===== src/design/ipf_pkg.sv =====
// Package for the IP address text formatter.
// Holds the character codes, the hex digit table and the structs shared by
// the modules. No dependencies.
`default_nettype none

package ipf_pkg;

  // Address text modes
  typedef enum logic [1:0] {
    MODE_V4      = 2'd0,
    MODE_V6      = 2'd1,
    MODE_V4_PORT = 2'd2,
    MODE_V6_PORT = 2'd3
  } mode_t;

  // Fixed punctuation
  localparam logic [6:0] CH_DOT   = 7'h2E;
  localparam logic [6:0] CH_COLON = 7'h3A;
  localparam logic [6:0] CH_LBRK  = 7'h5B;
  localparam logic [6:0] CH_RBRK  = 7'h5D;

  // Lower-case hex digits; decimal digits are the first ten entries
  localparam logic [6:0] HexChars [16] = '{
    7'h30, 7'h31, 7'h32, 7'h33, 7'h34, 7'h35, 7'h36, 7'h37,
    7'h38, 7'h39, 7'h61, 7'h62, 7'h63, 7'h64, 7'h65, 7'h66
  };

  // Request to the binary-to-decimal converter
  typedef struct packed {
    logic        start;
    logic        wide;   // 1: 16-bit port, 0: 8-bit octet
    logic [15:0] value;
  } bcd_req_t;

  // Converter response: done pulses once, digits hold until the next start
  typedef struct packed {
    logic        done;
    logic [19:0] digits;
  } bcd_rsp_t;

  // First compressible zero run of an IPv6 address
  typedef struct packed {
    logic       found;
    logic [2:0] first;  // first group of the run
    logic [3:0] stop;   // first nonzero group after the run, 8 if none
  } zrun_t;

  function automatic logic [6:0] hex_char(input logic [3:0] d);
    return HexChars[d];
  endfunction

endpackage

`default_nettype wire


===== src/design/ipf_in_if.sv =====
// Input channel of the IP address text formatter: one address per transaction.
// Standalone; no package needed.
`default_nettype none

interface ipf_in_if;
  logic        valid;
  logic        ready;
  logic [1:0]  mode;
  logic [63:0] addr_high;
  logic [63:0] addr_low;
  logic [15:0] port;

  modport source (output valid, output mode, output addr_high, output addr_low,
                  output port, input ready);
  modport sink   (input valid, input mode, input addr_high, input addr_low,
                  input port, output ready);
endinterface

`default_nettype wire


===== src/design/ipf_out_if.sv =====
// Output channel of the IP address text formatter: one character per transaction.
// Standalone; no package needed.
`default_nettype none

interface ipf_out_if;
  logic       valid;
  logic       ready;
  logic [6:0] char_code;
  logic       last;

  modport source (output valid, output char_code, output last, input ready);
  modport sink   (input valid, input char_code, input last, output ready);
endinterface

`default_nettype wire


===== src/design/ip_address_text_formatter.sv =====
// Top level of the IP address text formatter: character sequencer and output register.
// Depends on ipf_pkg, ipf_in_if, ipf_out_if, ipf_bcd and ipf_zrun.
//
//   channel   role    payload                              transaction
//   req       sink    mode, addr_high, addr_low, port      one address
//   text      source  char_code, last                      one character
//
// One address is in work at a time; req is ready only while the sequencer idles.
// Each hex group is loaded and its digits are emitted with leading zeros dropped; a colon
// separates it from the next group. Each decimal number is started, converted by ipf_bcd
// (a load, then one bit at a time), its digits are loaded, and its three (octet) or five
// (port) digits are emitted with leading zeros dropped.
// Reset is synchronous and empties the output register; a stalled text channel
// holds the sequencer on its next character.
`default_nettype none

module ip_address_text_formatter (
  input wire logic clk,
  input wire logic rst,
  ipf_in_if.sink   req,
  ipf_out_if.source text
);
  import ipf_pkg::*;

  typedef enum logic [3:0] {
    S_IDLE, S_OPEN, S_OCT, S_PORT, S_WAIT, S_DIG, S_GRP,
    S_DCOL, S_SKIP, S_DOT, S_COLG, S_COLP, S_CLOSE
  } state_t;

  typedef enum logic [1:0] {PH_OCT, PH_GRP, PH_PORT} phase_t;

  state_t       state;
  phase_t       phase;
  mode_t        mode;
  logic [127:0] addr;
  logic [15:0]  port_val;
  zrun_t        run;
  zrun_t        run_in;
  logic [3:0]   g;
  logic [1:0]   k;
  logic [19:0]  dig;
  logic [2:0]   dcnt;
  logic         dig_last;
  logic         started;
  logic         ov;
  logic [6:0]   oc;
  logic         ol;
  logic         bcd_start;
  logic         bcd_wide;
  logic [15:0]  bcd_value;
  bcd_req_t     bcd_req;
  bcd_rsp_t     bcd_rsp;
  logic         can_emit;
  logic [3:0]   digit;

  ipf_zrun u_zrun (
    .addr ({req.addr_high, req.addr_low}),
    .run  (run_in)
  );

  assign bcd_req.start = bcd_start;
  assign bcd_req.wide  = bcd_wide;
  assign bcd_req.value = bcd_value;

  ipf_bcd u_bcd (
    .clk (clk),
    .rst (rst),
    .req (bcd_req),
    .rsp (bcd_rsp)
  );

  assign can_emit       = !ov || text.ready;
  assign digit          = dig[19:16];
  assign req.ready      = (state == S_IDLE);
  assign text.valid     = ov;
  assign text.char_code = oc;
  assign text.last      = ol;

  // Sequencer and output register
  always_ff @(posedge clk) begin
    if (rst) begin
      state     <= S_IDLE;
      ov        <= 1'b0;
      bcd_start <= 1'b0;
    end else begin
      bcd_start <= 1'b0;
      if (text.ready) begin
        ov <= 1'b0;
      end
      case (state)
        // Capture the address and pick the first step
        S_IDLE: begin
          if (req.valid) begin
            mode     <= mode_t'(req.mode);
            port_val <= req.port;
            run      <= run_in;
            g        <= 4'd0;
            k        <= 2'd0;
            if (req.mode[0]) begin
              addr <= {req.addr_high, req.addr_low};
            end else begin
              addr <= {req.addr_low[31:0], 96'h0};
            end
            case (mode_t'(req.mode))
              MODE_V4, MODE_V4_PORT: state <= S_OCT;
              MODE_V6:               state <= S_GRP;
              default:               state <= S_OPEN;
            endcase
          end
        end
        S_OPEN: begin
          if (can_emit) begin
            ov    <= 1'b1;
            oc    <= CH_LBRK;
            ol    <= 1'b0;
            state <= S_GRP;
          end
        end
        // Start decimal conversion of the next octet
        S_OCT: begin
          bcd_start <= 1'b1;
          bcd_wide  <= 1'b0;
          bcd_value <= {8'h00, addr[127:120]};
          addr      <= addr << 8;
          phase     <= PH_OCT;
          dig_last  <= (k == 2'd3) && (mode == MODE_V4);
          state     <= S_WAIT;
        end
        S_PORT: begin
          bcd_start <= 1'b1;
          bcd_wide  <= 1'b1;
          bcd_value <= port_val;
          phase     <= PH_PORT;
          dig_last  <= 1'b1;
          state     <= S_WAIT;
        end
        // Load the finished digits, most significant first
        S_WAIT: begin
          if (bcd_rsp.done) begin
            if (phase == PH_PORT) begin
              dig  <= bcd_rsp.digits;
              dcnt <= 3'd5;
            end else begin
              dig  <= {bcd_rsp.digits[11:0], 8'h00};
              dcnt <= 3'd3;
            end
            started <= 1'b0;
            state   <= S_DIG;
          end
        end
        // Drop leading zeros, emit the rest one digit per cycle while the text channel takes them
        S_DIG: begin
          if (digit == 4'd0 && !started && dcnt != 3'd1) begin
            dig  <= dig << 4;
            dcnt <= dcnt - 3'd1;
          end else if (can_emit) begin
            ov      <= 1'b1;
            oc      <= hex_char(digit);
            ol      <= dig_last && (dcnt == 3'd1);
            started <= 1'b1;
            dig     <= dig << 4;
            dcnt    <= dcnt - 3'd1;
            if (dcnt == 3'd1) begin
              case (phase)
                PH_OCT: begin
                  if (k != 2'd3) begin
                    state <= S_DOT;
                  end else if (mode == MODE_V4_PORT) begin
                    state <= S_COLP;
                  end else begin
                    state <= S_IDLE;
                  end
                end
                PH_GRP: begin
                  state <= (g == 4'd8) ? S_GRP : S_COLG;
                end
                default: state <= S_IDLE;
              endcase
            end
          end
        end
        // Next IPv6 group: finish, compress or load its nibbles
        S_GRP: begin
          if (g == 4'd8) begin
            state <= (mode == MODE_V6_PORT) ? S_CLOSE : S_IDLE;
          end else if (run.found && g[2:0] == run.first) begin
            if (can_emit) begin
              ov    <= 1'b1;
              oc    <= CH_COLON;
              ol    <= (g != 4'd0) && (run.stop == 4'd8) && (mode == MODE_V6);
              state <= (g == 4'd0) ? S_DCOL : S_SKIP;
            end
          end else begin
            dig      <= {addr[127:112], 4'h0};
            dcnt     <= 3'd4;
            started  <= 1'b0;
            phase    <= PH_GRP;
            dig_last <= (g == 4'd7) && (mode == MODE_V6);
            addr     <= addr << 16;
            g        <= g + 4'd1;
            state    <= S_DIG;
          end
        end
        S_DCOL: begin
          if (can_emit) begin
            ov    <= 1'b1;
            oc    <= CH_COLON;
            ol    <= (run.stop == 4'd8) && (mode == MODE_V6);
            state <= S_SKIP;
          end
        end
        // Advance past the compressed zero groups
        S_SKIP: begin
          if (g == run.stop) begin
            state <= S_GRP;
          end else begin
            addr <= addr << 16;
            g    <= g + 4'd1;
          end
        end
        S_DOT: begin
          if (can_emit) begin
            ov    <= 1'b1;
            oc    <= CH_DOT;
            ol    <= 1'b0;
            k     <= k + 2'd1;
            state <= S_OCT;
          end
        end
        S_COLG: begin
          if (can_emit) begin
            ov    <= 1'b1;
            oc    <= CH_COLON;
            ol    <= 1'b0;
            state <= S_GRP;
          end
        end
        S_COLP: begin
          if (can_emit) begin
            ov    <= 1'b1;
            oc    <= CH_COLON;
            ol    <= 1'b0;
            state <= S_PORT;
          end
        end
        S_CLOSE: begin
          if (can_emit) begin
            ov    <= 1'b1;
            oc    <= CH_RBRK;
            ol    <= 1'b0;
            state <= S_COLP;
          end
        end
        default: state <= S_IDLE;
      endcase
    end
  end

endmodule

`default_nettype wire


===== src/design/ipf_bcd.sv =====
// Bit-serial binary to BCD converter (shift and add-3), one bit per cycle.
// Depends on ipf_pkg for the request and response structs.
`default_nettype none

module ipf_bcd (
  input  wire logic              clk,
  input  wire logic              rst,
  input  wire ipf_pkg::bcd_req_t req,
  output ipf_pkg::bcd_rsp_t      rsp
);
  import ipf_pkg::*;

  logic [15:0] bin;
  logic [19:0] bcd;
  logic [19:0] adj;
  logic [4:0]  cnt;
  logic        done;

  // Add three to every digit of five or more before the shift
  always_comb begin
    for (int i = 0; i < 5; i++) begin
      adj[4*i +: 4] = (bcd[4*i +: 4] >= 4'd5) ? bcd[4*i +: 4] + 4'd3 : bcd[4*i +: 4];
    end
  end

  // Load, then shift one binary bit into the digits per cycle
  always_ff @(posedge clk) begin
    if (rst) begin
      cnt  <= 5'd0;
      done <= 1'b0;
    end else begin
      done <= 1'b0;
      if (req.start) begin
        bin <= req.wide ? req.value : {req.value[7:0], 8'h00};
        bcd <= 20'h00000;
        cnt <= req.wide ? 5'd16 : 5'd8;
      end else if (cnt != 5'd0) begin
        bcd <= {adj[18:0], bin[15]};
        bin <= {bin[14:0], 1'b0};
        cnt <= cnt - 5'd1;
        if (cnt == 5'd1) begin
          done <= 1'b1;
        end
      end
    end
  end

  assign rsp.done   = done;
  assign rsp.digits = bcd;

endmodule

`default_nettype wire


===== src/design/ipf_zrun.sv =====
// Finder for the first run of three or more zero groups starting at group 0..5.
// Depends on ipf_pkg for zrun_t.
`default_nettype none

module ipf_zrun (
  input  wire logic [127:0] addr,
  output ipf_pkg::zrun_t    run
);
  import ipf_pkg::*;

  logic [7:0] zero;

  // Flag each all-zero group, group 0 in the top bits
  always_comb begin
    for (int g = 0; g < 8; g++) begin
      zero[g] = (addr[127 - 16*g -: 16] == 16'h0000);
    end
  end

  // Pick the earliest run start, then the first nonzero group past it
  always_comb begin
    run.found = 1'b0;
    run.first = 3'd0;
    run.stop  = 4'd8;
    for (int g = 5; g >= 0; g--) begin
      if (zero[g] && zero[g+1] && zero[g+2]) begin
        run.found = 1'b1;
        run.first = 3'(g);
      end
    end
    for (int g = 7; g >= 0; g--) begin
      if (g >= int'(run.first) + 3 && !zero[g]) begin
        run.stop = 4'(g);
      end
    end
  end

endmodule

`default_nettype wire

===== src/flat_wrapper.sv =====
// flat-port wrapper written by rule: the top's interface ports become plain ports
module ip_address_text_formatter_flat import ipf_pkg::*;
  (clk, rst, req_valid, req_mode, req_addr_high, req_addr_low, req_port, req_ready, text_valid, text_char_code, text_last, text_ready);
  ipf_in_if req_i ();
  ipf_out_if text_i ();
  input wire logic clk;
  input wire logic rst;
  input wire logic [$bits(req_i.valid)-1:0] req_valid;
  input wire logic [$bits(req_i.mode)-1:0] req_mode;
  input wire logic [$bits(req_i.addr_high)-1:0] req_addr_high;
  input wire logic [$bits(req_i.addr_low)-1:0] req_addr_low;
  input wire logic [$bits(req_i.port)-1:0] req_port;
  output wire logic [$bits(req_i.ready)-1:0] req_ready;
  output wire logic [$bits(text_i.valid)-1:0] text_valid;
  output wire logic [$bits(text_i.char_code)-1:0] text_char_code;
  output wire logic [$bits(text_i.last)-1:0] text_last;
  input wire logic [$bits(text_i.ready)-1:0] text_ready;
  assign req_i.valid = req_valid;
  assign req_i.mode = req_mode;
  assign req_i.addr_high = req_addr_high;
  assign req_i.addr_low = req_addr_low;
  assign req_i.port = req_port;
  assign req_ready = req_i.ready;
  assign text_valid = text_i.valid;
  assign text_char_code = text_i.char_code;
  assign text_last = text_i.last;
  assign text_i.ready = text_ready;
  ip_address_text_formatter u_core (.clk(clk), .rst(rst), .req(req_i), .text(text_i));
endmodule

===== config.mk =====
export PLATFORM = sky130hd
export DESIGN_NAME = ip_address_text_formatter_flat
export DESIGN_NICKNAME = d
export VERILOG_FILES = /design/src/design/ipf_pkg.sv /design/src/design/ipf_in_if.sv /design/src/design/ipf_out_if.sv /design/src/design/ip_address_text_formatter.sv /design/src/design/ipf_bcd.sv /design/src/design/ipf_zrun.sv /design/src/flat_wrapper.sv
export SDC_FILE = /design/constraint.sdc
export NUM_CORES = 1
export LEC_CHECK = 0
export BUFFER_PORTS_ARGS = -buffer_cell sky130_fd_sc_hd__buf_2
export CORE_MARGIN = 5
export CORE_UTILIZATION = 40
export CTS_CLUSTER_DIAMETER = 50
export DETAILED_ROUTE_END_ITERATION = 10
export PLACE_DENSITY = 0.68
export SLEW_MARGIN = 0
export SYNTH_ARGS = -nofsm -noshare
export SYNTH_HDL_FRONTEND = slang
export SYNTH_SLANG_ARGS = --single-unit

===== constraint.sdc =====
create_clock -name clk -period 5.35 [get_ports clk]
set_clock_uncertainty 0.05 [all_clocks]
set_input_delay 1.3375 -clock clk [delete_from_list [all_inputs] [get_ports clk]]
set_output_delay 1.3375 -clock clk [all_outputs]
set_load 0.02 [all_outputs]

### Word level (Yosys, flattened, before mapping)

Memories as Yosys holds them, arrays and structs flattened.
Cells that the tools add are included.

* add/subtract/negate cells: 10
* $lt $le $gt $ge: 14
* eq/ne operators: 49
* muxes and demuxes: 116
* bitwise operators: 3
* reduce and logical (&&, ||, !) cells: 88

Operators by type and width (number)
* $mux 128: 5
* $pmux 128 s4: 1
* $mux 20: 7
* $ge 4x32->1 const A: 4
* $logic_not 16->1: 8
* $mux 4: 29
* $mux 7: 10
* $ge 3x32->1 const A: 2
* $pmux 20 s3: 1
* $mux 16: 3
* $mux 3: 15
* $pmux 4 s11: 1
* $pmux 7 s6: 1
* $ge 2x32->1 const A: 1
* $pmux 16 s2: 1
* $logic_and 1x1->1: 29
* $eq 4x4->1 const B: 7
* $ne 2x1->1 const B: 12
* $mux 1: 22
* $eq 4x3->1 const B: 5
* $ge 4x3->1 const B: 5
* $reduce_and 6->1: 3
* $reduce_and 9->1: 2
* $add 4x2->4 const B: 4
* other kinds (52): 102

* register bits after elaboration: 260
* ROM bits: 112
* input bits: 150
* logic and storage cells: 308
* memories: 1

Memory list
* (name not given): words 16, bits a word 7, rd ports 1, clocked after Yosys merged registers in 0, write ports 0, RTL line ipf_pkg.sv:49 `return HexChars[d];`

### Depth between registers and ports, before layout

* depth after elaboration: 19
* mapped depth: 11
* mapped depth without buffers: 11

### Modules after synthesis

From an unflattened synthesis, not the netlist that was laid out.

* cell total of the unflattened synthesis: 1113
* area, all modules: 13216.4 um^2

Modules (own cells, without submodules)
* ip_address_text_formatter: times used 1, cells each 826, area each 10431.3 um^2, seq. area each 6486.2 um^2
* ipf_bcd: times used 1, cells each 197, area each 2155.8 um^2, seq. area each 1201.2 um^2
* ipf_zrun: times used 1, cells each 90, area each 629.4 um^2, seq. area each 0.0 um^2

### Worst setup path before layout

OpenSTA, ideal clock, no wires.

* path type: input port to flip-flop
* from: in rst
* to: reg u_core.addr[0] (enable)
* setup time: 0.498 ns
* arrival: 4.721 ns
* setup slack: 0.080 ns
* stages on the path: 4
* cells stage by stage: clkbuf_1 > a21oi_1 > o31a_1 > o21a_1

* word-level cells in the longest chain between the ends: 2

RTL lines
* from (decl): RTL line flat_wrapper.sv:7 `input wire logic rst;`
* $not 1->1 (no source line)
* $reduce_and 6->1 (no source line)
* to (signal assigned): RTL line ip_address_text_formatter.sv:100 `addr <= {req.addr_high, req.addr_low};`
* to (signal assigned): RTL line ip_address_text_formatter.sv:102 `addr <= {req.addr_low[31:0], 96'h0};`
* to (signal assigned): RTL line ip_address_text_formatter.sv:124 `addr <= addr << 8;`
* to (decl): RTL line ip_address_text_formatter.sv:35 `logic [127:0] addr;`

Every way passes these cells.
A chain may end at the register's enable or synchronous reset.

### Worst setup path after layout

* from: in req_addr_high[11]
* to: reg u_core.run[2] (netlist bit), data pin

* word-level cells in the longest chain between the ends: 14
* elaborated cells on any way between the ends: 33

RTL lines
* from (decl): RTL line flat_wrapper.sv:10 `input wire logic [$bits(req_i.addr_high)-1:0] req_addr_high;`
* $logic_not 16->1 (*): RTL line ipf_zrun.sv:16 `zero[g] = (addr[127 - 16*g -: 16] == 16'h0000);`
* $logic_and 1x1->1 (2 in a row): RTL line ipf_zrun.sv:26 `if (zero[g] && zero[g+1] && zero[g+2]) begin`
* $mux 3 (4 in a row): RTL line ipf_zrun.sv:26
* $add 3x2->4: RTL line ipf_zrun.sv:32 `if (g >= int'(run.first) + 3 && !zero[g]) begin`
* $ge 4x32->1: RTL line ipf_zrun.sv:32
* $logic_and 1x1->1: RTL line ipf_zrun.sv:32
* $mux 4: RTL line ipf_zrun.sv:32
* $mux 3 (3 in a row): RTL line ipf_zrun.sv:32
* to (signal assigned): RTL line ip_address_text_formatter.sv:96 `run <= run_in;`
* to (decl): RTL line ip_address_text_formatter.sv:37 `zrun_t run;`

Mark *: on every way between the ends. The rest lies on a longest branch, timed or not.

==> key figures <==
Clock network
  – Num CTS Buffers: 35
  – Clk buf depth: 3
  – H-tree depth: 2
  – CTS root buf: clkbuf_16
  – Post_cts resized: 0
  – Clock transition at path regs: 0.06 ns
  – Setup bufs post-CTS: 0
  – CTS Hold Bufs: 0
  – Clk_lat worst skew: 0.51 ns
  – CTS tree: yes
  – Clock Sinks: 260

Drt
  – Iteration-0 DRC Markers: 1444
  – Final wirelength: 38.2 mm
  – DR vias/cell: 5.96
  – Via count: 10800
  – Pre-antenna DRT Iters: 11
  – Detail Route met3 WL: 3.64 mm
  – WL met2: 17.7 mm
  – WL/cell: 21.2 um
  – DRC: 0
  – Metal-1 WL: 15.9 mm
  – Max layer used: met4
  – Final ANT Viol Nets: 0

Setup path
  – Worst R2R Start: u_core.state[2]$_SDFFE_PP0P_
  – Reg2Reg Depth: 6
  – Reg-to-Reg End: u_core.addr[27]$_DFFE_PP_
  – Worst EP arrival: 4.16 ns
  – WS Path Type: in -> reg
  – Crit start category: input port
  – Crit path capture type: flip-flop
  – Critical Path RT: 5.55 ns
  – Worst Setup SP: req_addr_high[11]
  – Max FO, Critical Path: 6
  – R2R Setup Slk: 1.71 ns

STA
  – Slew headroom: 20.8%
  – Least-Margin Pin Slew: 1.19 ns
  – Fin crit share: 74.1%
  – Unrepaired setup endpoints after global routing: false
  – Achievable frequency: 252 MHz
  – Max-slew violation count: 0
  – WHS: 0.467 ns
  – Final worst path period need: 3.96 ns
  – Final TNS setup: 0 ns
  – # setup viols final: 0
  – Final hold vios: 0

Synth
  – Post-synth top cells: 248 x edfxtp_1, 116 x inv_1, 85 x a222oi_1
  – Sequential fraction of the synthesis area: 56.7%
  – Cells after Synth: 1196
  – EDFF count, synth: 248
  – Syn nets: 1370
  – Yosys warning count: 0
  – Synth area leaders: edfxtp_1 55%, a222oi_1 6.3%, mux2i_1 3.7%
  – Synthesized cell area: 13600 um2
  – Synthesis-stage register bit count: 260
  – Yosys top cell by area: edfxtp_1
  – Post-synth cell types: 69
  – Asr flop ratio synth: 0%
  – Synth top area share: 54.9%
  – Count leader, synth: edfxtp_1
  – Avg Inst Size Synth: 11.3 um2
  – Dominant synthesized flop cell: edfxtp_1

Die
  – Die width: 194 um
  – Total core area: 33500 um2
  – Io pins: 160
  – # rows: 67
  – Die ar.: 37700 um2
  – Die height: 194 um
  – Starting density of the core: 40.5%

Final layout
  – Fillcell total: 3039
  – FF/Latch Area: 7690 um2
  – Area Overhead vs Synth: 17.8%
  – Nets@finish: 1503
  – Layout cells sized above 1: 20.3%
  – Footprint of the multi-input gates: 5150 um2
  – Final core utilization: 47.7%

Power
  – Power Density: 577 nW/um2
  – Maximum vdd drop: 0.000421 V
  – Pleak: 6.31 nW

Worst hold path
  – Hold-critical path endpoint: u_core.bcd_value[14]$_SDFFCE_PN0P_
  – Hold path cells: 1
  – HP Start: u_core.port_val[14]$_DFFE_PP_
  – Worst Hold Class: reg -> reg

Placement
  – Placer Congestion: 0.979
  – IO buf count: 159
  – Dpl hpwl: 27.0 mm

Global route
  – Global route total overflow: 0
  – Total GRT Usage: 19.4%
  – Number of global-route vias before repair: 10600
  – Largest net degree at the start of global routing: 113
  – Wire length of the first global-routing pass: 59.2 mm
  – Initial antenna violation count: 2

Run
  – Max Cap Viol: 0

Run status
  – Status: complete, no violations
[power breakdown]
part | leakage, nW | switching, mW | internal, mW | total (mW)
registers | 2.42 | 0.544 | 3.32 | 3.86
clock network | 0.580 | 0.925 | 1.43 | 2.35
logic | 3.31 | 1.92 | 1.09 | 3.01
[kinds of logic after synthesis]
group,synth area share [%]
AOI/OAI and AO/OA,17.6
xor gates and xnor gates,1.42
adders and majority gates,2.21
buffers and inverters,5.66
DFF,56.7
muxes,4.52
and+or+nand+nor,11.9
[how the worst max path moves through the flow]
| stage | to | slack, ns |
|---|---|---|
| 3_5_place_dp | u_core.run[3]$_SDFFCE_PP0P_ | 0.97 |
| 3_3_place_gp | u_core.run[3]$_SDFFCE_PP0P_ | 1.05 |
| 5_1_grt | u_core.run[0]$_SDFFCE_PP0P_ | 1.11 |
| 2_1_floorplan | u_core.addr[0]$_DFFE_PP_ | 0.08 |
| 4_1_cts | u_core.run[2]$_SDFFCE_PP0P_ | 1.46 |
| 6_report | u_core.run[2]$_SDFFCE_PP0P_ | 1.39 |
[critical path, cell delays in order]
cell and delay [ns]:
buf_2 0.10, nor4_1 0.47, nand4_2 0.34, nor4b_1 0.52, o31ai_1 0.21, ha_1 0.30, nor4b_2 0.44, a21o_2 0.25
o21ai_2 0.08, o31a_1 0.11
[sequential cells by signal (all words and copies together) (netlist names), 3 cells and up]
signal and count:
u_core.dcnt 3, u_core.u_bcd.bin 16, u_core.state 4, u_core.text.char_code 7
u_core.run 8, u_core.u_bcd.bcd 20, u_core.g 4, u_core.dig 20
u_core.port_val 16, u_core.addr 128, u_core.bcd_value 16, u_core.u_bcd.cnt 5
[layout by cell type (no fill, tap or decap), types with 5 or more instances in the layout]
master	netlist	routed
o31ai_1	5	5
clkinv_2	0	7
edfxtp_1	248	248
nor4_1	27	27
a211oi_1	14	14
nand3b_1	9	9
xnor2_1	11	11
nor3_1	33	32
nor2_1	83	81
a222oi_1	85	85
a22o_1	8	8
ha_1	24	24
xor2_1	11	11
and2_1	21	21
nor2b_1	18	18
clkbuf_16	0	37
nand2b_1	16	16
mux2i_1	50	50
nor4_2	7	7
dfxtp_1	12	11
nand2_1	46	46
buf_4	0	19
a22oi_1	33	33
buf_2	11	159
mux2_2	10	10
o21ai_0	59	59
clkinv_1	2	6
inv_1	116	116
a21oi_1	84	83
nand4_2	5	5
[area by class of cell]
type	count	area share, %
clock inverter	24	1.51
multi-input combinational	735	32.2
tap	448	3.51
timing repair buffer	179	5.99
inverter	118	2.77
sequential	260	48.1
clock buffer	40	5.86
antenna	2	0.0313
[routing by layer]
layer  vias to the layer above  GRT usage [%]
met4                         0           5.31
met5                         -              0
li1                       4897              -
met3                        65           4.22
met2                       579           30.7
met1                      5224           27.1
[stage by stage]
stage	cell area (um2)	instances	power [mW]	worst slack, ns
floorplan	13600	1196	5.95	0.0805
global placement	14800	1740	6.77	1.05
detailed placement	14800	1740	6.86	0.972
CTS	16000	1804	9.24	1.46
global route	16000	1806	9.77	1.11
finish	16000	1806	9.23	1.39
(Power assumes the default switching activity.)
